### config.mk
export PLATFORM = sky130hd
export DESIGN_NAME = hrod_cell
export DESIGN_NICKNAME = d
export VERILOG_FILES = /design/src/rtl/hrod_pkg.sv /design/src/rtl/hrod_cell.sv
export SDC_FILE = /design/constraint.sdc
export NUM_CORES = 1
export LEC_CHECK = 0
export BUFFER_PORTS_ARGS = -buffer_cell sky130_fd_sc_hd__buf_2
export CAP_MARGIN = 5
export CORE_UTILIZATION = 55
export CTS_CLUSTER_SIZE = 8
export DETAILED_ROUTE_END_ITERATION = 10
export PLACE_DENSITY = 0.74
export SYNTH_ARGS = -nofsm -noshare
export SYNTH_HDL_FRONTEND = slang
export SYNTH_SLANG_ARGS = --single-unit
### constraint.sdc
create_clock -name clk -period 7.85 [get_ports clk]
set_clock_uncertainty 0.05 [all_clocks]
set_input_delay 1.1775 -clock clk [delete_from_list [all_inputs] [get_ports clk]]
set_output_delay 1.1775 -clock clk [all_outputs]
set_load 0.02 [all_outputs]
### src/rtl/hrod_pkg.sv
// hrod_pkg: widths, register indexes, reset values and cell control struct
// for the heat rod explicit step block; depends on nothing
package hrod_pkg;

	localparam int TEMP_W    = 16;
	localparam int GAIN_W    = 16;
	localparam int LAP_W     = TEMP_W + 2;
	localparam int PROD_W    = LAP_W + GAIN_W + 1;
	localparam int DELTA_W   = PROD_W - 16;
	localparam int IDX_OUT_W = 6;
	localparam int CFG_IDX_W = 2;

	localparam logic [CFG_IDX_W-1:0] CFG_LEFT_BOUNDARY  = 2'd0;
	localparam logic [CFG_IDX_W-1:0] CFG_RIGHT_BOUNDARY = 2'd1;
	localparam logic [CFG_IDX_W-1:0] CFG_INITIAL_TEMP   = 2'd2;
	localparam logic [CFG_IDX_W-1:0] CFG_DIFFUSION_GAIN = 2'd3;

	localparam logic [TEMP_W-1:0] RST_LEFT_BOUNDARY  = 16'd25600;
	localparam logic [TEMP_W-1:0] RST_RIGHT_BOUNDARY = 16'd6400;
	localparam logic [TEMP_W-1:0] RST_INITIAL_TEMP   = 16'd6400;
	localparam logic [GAIN_W-1:0] RST_DIFFUSION_GAIN = 16'd6554;
	localparam logic [TEMP_W-1:0] RST_CELL_TEMP      = 16'd6400;

	typedef struct packed {
		logic load_init;
		logic shift;
		logic calc_lap;
		logic calc_mul;
		logic calc_upd;
	} cell_ctrl_t;

endpackage

### src/rtl/hrod_cell.sv
// hrod_cell: one rod cell, holds its temperature and runs its own update
// in three registered steps; depends on hrod_pkg
module hrod_cell (
	input  logic                        clk,
	input  logic                        arst_n,
	input  hrod_pkg::cell_ctrl_t        ctrl,
	input  logic [hrod_pkg::TEMP_W-1:0] init_temp,
	input  logic [hrod_pkg::GAIN_W-1:0] gain,
	input  logic [hrod_pkg::TEMP_W-1:0] left_temp,
	input  logic [hrod_pkg::TEMP_W-1:0] right_temp,
	input  logic [hrod_pkg::TEMP_W-1:0] shift_in,
	output logic [hrod_pkg::TEMP_W-1:0] temp
);
	import hrod_pkg::*;

	logic        [TEMP_W-1:0]  temp_q;
	logic signed [LAP_W-1:0]   lap_q;
	logic signed [DELTA_W-1:0] delta_q;
	logic        [LAP_W-1:0]   lap_d;
	logic signed [PROD_W-1:0]  prod;
	logic signed [DELTA_W:0]   sum;
	logic        [TEMP_W-1:0]  sat;

	// left + right - 2c, fits 18 bits signed
	assign lap_d = LAP_W'(left_temp) + LAP_W'(right_temp) - {1'b0, temp_q, 1'b0};
	assign prod  = lap_q * $signed({1'b0, gain});
	assign sum   = $signed({{(DELTA_W + 1 - TEMP_W){1'b0}}, temp_q})
		+ $signed({delta_q[DELTA_W-1], delta_q});

	always_comb begin
		if (sum < 0) begin
			sat = '0;
		end else if (sum > $signed({{(DELTA_W + 1 - TEMP_W){1'b0}}, {TEMP_W{1'b1}}})) begin
			sat = '1;
		end else begin
			sat = sum[TEMP_W-1:0];
		end
	end

	always_ff @(posedge clk or negedge arst_n) begin
		if (!arst_n) begin
			temp_q <= RST_CELL_TEMP;
		end else if (ctrl.load_init) begin
			temp_q <= init_temp;
		end else if (ctrl.shift) begin
			temp_q <= shift_in;
		end else if (ctrl.calc_upd) begin
			temp_q <= sat;
		end
	end

	// arithmetic shift by 16 is the part-select of the signed product
	always_ff @(posedge clk) begin
		if (ctrl.calc_lap) begin
			lap_q <= $signed(lap_d);
		end
		if (ctrl.calc_mul) begin
			delta_q <= prod[PROD_W-1:16];
		end
	end

	assign temp = temp_q;
endmodule

==> results.ini, run 1 <==
[logic_synthesis]
synth_common_cells=435 x inv_1, 307 x fa_1, 192 x nand2_1
ys_seq_area_share_pct=10.5
yosysTopAreaCell=fa_1
yosys_warnings=0
ys_types=65
syn_inst=1569
synth.area.top_cells=fa_1 42%, inv_1 11%, ha_1 10%
netlist.area_leader.share_pct=42.5
ys_ff_latch=53
synth_edf_count=37
synth.most_common_cell=inv_1
synth_area_per_cell_um2=9.22
synth_nets=2083
syn_area_um2=14500
ys.flop_type=edfxtp_1
async_flop_share_pct=30.2

[floorplan]
die_w_um=164
start_util_pct=56.8
die-area_um2=26900
io_pins=103
die_h_um=164
fp-row-count=58
core_area_um2=25500

[job]
cap_violations=0

[global_routing]
grt_pass1_wl_um=54700
antenna_found_initial=1
grt_start_max_net_pins=20
first_global_vias=11379
gr-total-overflow=0
grt_usage_pct=25.9

[clock_network]
ctsResizeCount=0
post-cts-setup-buffers=0
cts_inserted_buffers=5
htree_levels=2
cts_hold_buf=0
cts.path.max_buffers=2
clkTransAtPathRegs_ns=0.08
cts_tree=built
clock_sinks=53
clockRootBuffer=clkbuf_16
insertion_delay_ns=0.30

[routing]
ant_nets=0
firstDrtPassIters=5
drt_iter0_drc=462
wire_per_inst_um=15.9
wl_um=31200
drc=0
drt-vias-per-instance=5.35
via_count=10478

[critical_path]
cp_slowest_cell=fa_1
crit_fanout=19
r2r_slack_ns=1.02
cp-start-kind=input pin
crit_path_cell_trace=buf_2, nand2_1, fa_1, fa_1, inv_1, fa_1, fa_1, fa_1, inv_1, fa_1, inv_1, ha_1, nand2_1, o21ai_0, o41ai_1, o21ai_0, a211oi_4, a21oi_1, a21o_1, a211oi_1, nor3_1
worstPathArrival_ns=7.13
cpMostUsedCell=fa_1
cp.required_ns=7.85
path_class=input pin to flip-flop
end_kind=flip-flop
max_stage_delay_ns=0.75

[timing]
rsz0062_at_grt=no
finalSetupTns_ns=0
hold_slack_ns=0.669
worst-slew-pin-transition_ns=0.993
finalSetupViolations=0
clock.fmax_mhz=140
period_needed_ns=7.13
fin_crit_sh_pct=90.8
maxSlewHeadroom_pct=33.5
final-hold-violation-count=0
slew_violations=0

[run_status]
status=finished clean

[cells_and_area]
multi_input_area_um2=11100
fin_area_um2=15400
drive_gt1_share_pct=8.36
register_area_um2=1520
fillers=2228
nNetsFinal=2140
syn2layout_area_growth_pct=6.14
fin_util_pct=60.3

[place]
gp_congestion=0.870
portBuffers=102
dpl_cell_area_um2=15200
hpwl_um=26200

[worst_hold_path]
hp-class=flip-flop to flip-flop

[flip-flops by register name, summed over array words and instances (netlist names)]
signal and count:
delta_q 19, lap_q 18, temp 16
[placed cells by master, fill, tap and decap left out, drive strengths merged, types with 6 or more instances in the layout]
cell | synthesis | layout
buf | 1 | 104
nor3 | 9 | 9
a221oi | 17 | 17
o21ai | 33 | 33
edfxtp | 37 | 37
xnor2 | 34 | 34
a21oi | 35 | 35
and2 | 117 | 117
or3 | 7 | 7
a2bb2oi | 16 | 16
nor2 | 37 | 37
dfrtp | 13 | 13
inv | 435 | 435
xor2 | 11 | 11
a211oi | 6 | 6
nand2 | 192 | 192
ha | 120 | 120
fa | 307 | 307
o21a | 7 | 7
a21o | 9 | 9
nand3 | 14 | 14
[critical path: cells and delay by family]
family / cells / cell delay (ns)
adders and majority gates: 7 / 3.46
buffers and inverters: 4 / 0.54
and+or+nand+nor: 3 / 0.32
AOI/OAI and AO/OA: 7 / 1.60
[cell families after synthesis]
group | share of synthesized area (%)
DFF | 10.5
adders and majority gates | 52.9
buffers and inverters | 12.8
and+or+nand+nor | 13.2
xor gates and xnor gates | 2.73
AOI/OAI and AO/OA | 7.95
[final timing paths]
kind                       depth (start not counted)               endpoint                start
max                                               21  delta_q[15]$_DFFE_PP_              gain[3]
min                                                2    temp[9]$_DFFE_PN0P_  temp[9]$_DFFE_PN0P_
max reg2reg                                       20  delta_q[15]$_DFFE_PP_  lap_q[17]$_DFFE_PP_
min reg2reg                                        2    temp[9]$_DFFE_PN0P_  temp[9]$_DFFE_PN0P_
max in group asynchronous                          1    temp[8]$_DFFE_PN1P_               arst_n
min in group asynchronous                          1   temp[14]$_DFFE_PN0P_               arst_n
[per-stage QoR]
| step | std cells | worst slack [ns] |
|---|---|---|
| floorplan | 1569 | 0.663 |
| global placement | 1949 | 0.484 |
| detailed placement | 1949 | 0.382 |
| CTS | 1957 | 0.709 |
| global route | 1957 | 0.370 |
| finish | 1958 | 0.722 |
[routing by layer]
metal,global-route usage (%),up-vias,wire [um]
li1,-,4814,-
met1,33.1,5375,12900
met2,46.9,241,16600
met3,2.53,46,1200
met4,5.98,2,504
met5,0,-,11
[area by class of cell]
type / instances / share of cell area (%)
Multi-Input combinational cell: 1027 / 72.3
Inverter: 435 / 10.6
Sequential cell: 53 / 9.87
Timing Repair Buffer: 104 / 3.42
Tap cell: 330 / 2.69
Clock buffer: 5 / 0.815
Clock inverter: 3 / 0.220
Antenna cell: 1 / 0.0163
Power of run 1 is left out: the tool's default activity adds up to more than one toggle a clock period on the data nets, which glitch-free logic cannot reach.
==> inputs of run 2 (changes only) <==
Settings changed: CORE_ASPECT_RATIO from default to 1.1, RECOVER_POWER from default to 100.
==> run 2 against run 1 <==
The run now ends with max-slew violations left. Highest routed layer is now met4. Critical path depth stayed put. Count of clock-buffer cells in the layout unchanged. Setup slack got worse by 0.21 ns. Non-clock buffer count is 1 lower. Largest cell class unchanged. Utilization down 0.44 points. First-iteration DRC count shrank 0.22%.
==> results.ini, run 2 (synthesized netlist as in run 1, its figures left out) <==
[clock_network]
post-cts-setup-buffers=0  ; unchanged
cts.path.max_buffers=2  ; unchanged
ctsResizeCount=0  ; unchanged
insertion_delay_ns=0.30  ; about the same
clockRootBuffer=clkbuf_16  ; unchanged
htree_levels=2  ; unchanged
clkTransAtPathRegs_ns=0.07  ; was 0.08 ns
clock_sinks=53  ; unchanged
cts_hold_buf=0  ; unchanged
cts_tree=built  ; unchanged
cts_inserted_buffers=5  ; unchanged

[critical_path]
worstPathArrival_ns=7.33  ; was 7.13 ns
path_class=input pin to flip-flop  ; unchanged
cp.required_ns=7.84  ; was 7.85 ns
end_kind=flip-flop  ; unchanged
cp-start-kind=input pin  ; unchanged
crit_fanout=18  ; was 19

[worst_hold_path]
hp-class=flip-flop to flip-flop  ; unchanged

[global_routing]
antenna_found_initial=0  ; was 1
gr-total-overflow=0  ; unchanged
grt_pass1_wl_um=54300  ; was 54700 um
first_global_vias=11368  ; was 11379
grt_usage_pct=25.7  ; was 25.9%
grt_start_max_net_pins=20  ; unchanged

[timing]
rsz0062_at_grt=no  ; unchanged
finalSetupTns_ns=0  ; unchanged
clock.fmax_mhz=136  ; was 140 MHz
period_needed_ns=7.34  ; was 7.13 ns
maxSlewHeadroom_pct=-0.101  ; was 33.5%
worst-slew-pin-transition_ns=1.50  ; was 0.993 ns
finalSetupViolations=0  ; unchanged
final-hold-violation-count=0  ; unchanged
setup_ws_ns=0.508  ; was 0.722 ns
fin_crit_sh_pct=93.5  ; was 90.8%
slew_violations=16  ; was 0

[cells_and_area]
fin_area_um2=15300  ; was 15400 um2
largest_reg_flops=19  ; unchanged
syn2layout_area_growth_pct=5.77  ; was 6.14%
nNetsFinal=2139  ; was 2140
fillers=2200  ; was 2228
drive_gt1_share_pct=6.64  ; was 8.36%
multi_input_area_um2=11100  ; about the same
most-common-layout-cells=435 x inv_1, 307 x fa_1, 192 x nand2_1, 120 x ha_1, 117 x and2_1  ; unchanged
top_register=delta_q  ; unchanged
final_common_cell=inv_1  ; unchanged
register_area_um2=1520  ; unchanged
fin_cells=1973  ; was 1958

[routing]
drc=0  ; unchanged
via_count=10502  ; was 10478
wire_per_inst_um=16.0  ; was 15.9 um
drt-vias-per-instance=5.32  ; was 5.35
wl_um=31600  ; was 31200 um
drt_iter0_drc=461  ; was 462
firstDrtPassIters=5  ; unchanged
ant_nets=0  ; unchanged

[floorplan]
die_w_um=157  ; was 164 um
core_area_um2=25600  ; was 25500 um2
die-area_um2=26900  ; about the same
io_pins=103  ; unchanged
fp-row-count=61  ; was 58
start_util_pct=56.6  ; was 56.8%
die_h_um=172  ; was 164 um

[place]
dpl_cell_area_um2=15200  ; about the same
portBuffers=102  ; unchanged
dpl_worst_slack_ns=0.344  ; was 0.382 ns
gp_congestion=0.831  ; was 0.870
hpwl_um=26300  ; was 26200 um
dp_cells=1964  ; was 1949

[run_status]
violations=max-slew violations
status=complete, but fails checks  ; was finished clean

[job]
cap_violations=0  ; unchanged

## run 2: worst max-delay path, cell delays in order
cell      delay [ns]
buf_2           0.36
nand2_1         0.15
fa_1            0.54
fa_1            0.52
fa_1            0.51
inv_1           0.04
ha_1            0.28
fa_1            0.48
inv_1           0.05
fa_1            0.48
inv_1           0.05
ha_1            0.29
o211ai_1        0.10
a21oi_1         0.06
a221oi_1        0.97
a21oi_2         0.26
a211oi_4        0.35
a21oi_1         0.14
a21o_1          0.22
a211oi_1        0.22
nor3_1          0.07
## run 2: metrics by stage
| step | hold slack (ns) | utilization, % |
|---|---|---|
| 6_report | 0.656 | 59.8 |
| 3_3_place_gp | 0.631 | 59.5 |
| 5_1_grt | 0.706 | 59.8 |
| 2_1_floorplan | 0.579 | - |
| 3_5_place_dp | 0.638 | 59.5 |
| 4_1_cts | 0.657 | 60.1 |
## run 2: layer usage
metal  global-route usage, %  up-vias  part of all wire (%)
li1                        -     4800                     -
met1                    33.4     5349                    41
met2                    45.9      301                    52
met3                    2.66       52                   5.0
met4                    7.03        0                   2.2
met5                       0        -                     0
## run 2: final timing paths
path / startpoint / to / slack, ns / depth (start not counted)
max: gain[2] / delta_q[15]$_DFFE_PP_ / 0.51 / 21
max in group asynchronous: arst_n / temp[13]$_DFFE_PN0P_ / 6.33 / 1
min in group asynchronous: arst_n / temp[5]$_DFFE_PN0P_ / 0.90 / 1
max reg2reg: lap_q[5]$_DFFE_PP_ / delta_q[15]$_DFFE_PP_ / 0.88 / 21
min reg2reg: temp[10]$_DFFE_PN0P_ / temp[10]$_DFFE_PN0P_ / 0.66 / 2
min: temp[10]$_DFFE_PN0P_ / temp[10]$_DFFE_PN0P_ / 0.66 / 2
## run 2: cell type report
| class | instances | share of cell area, % |
|---|---|---|
| clock buffer | 5 | 0.818 |
| multi-input combinational | 1027 | 72.4 |
| tap | 346 | 2.83 |
| antenna | 1 | 0.0164 |
| clock inverter | 3 | 0.188 |
| inverter | 435 | 10.7 |
| sequential | 53 | 9.91 |
| timing repair buffer | 103 | 3.21 |
Power of run 2 is left out for the same reason.
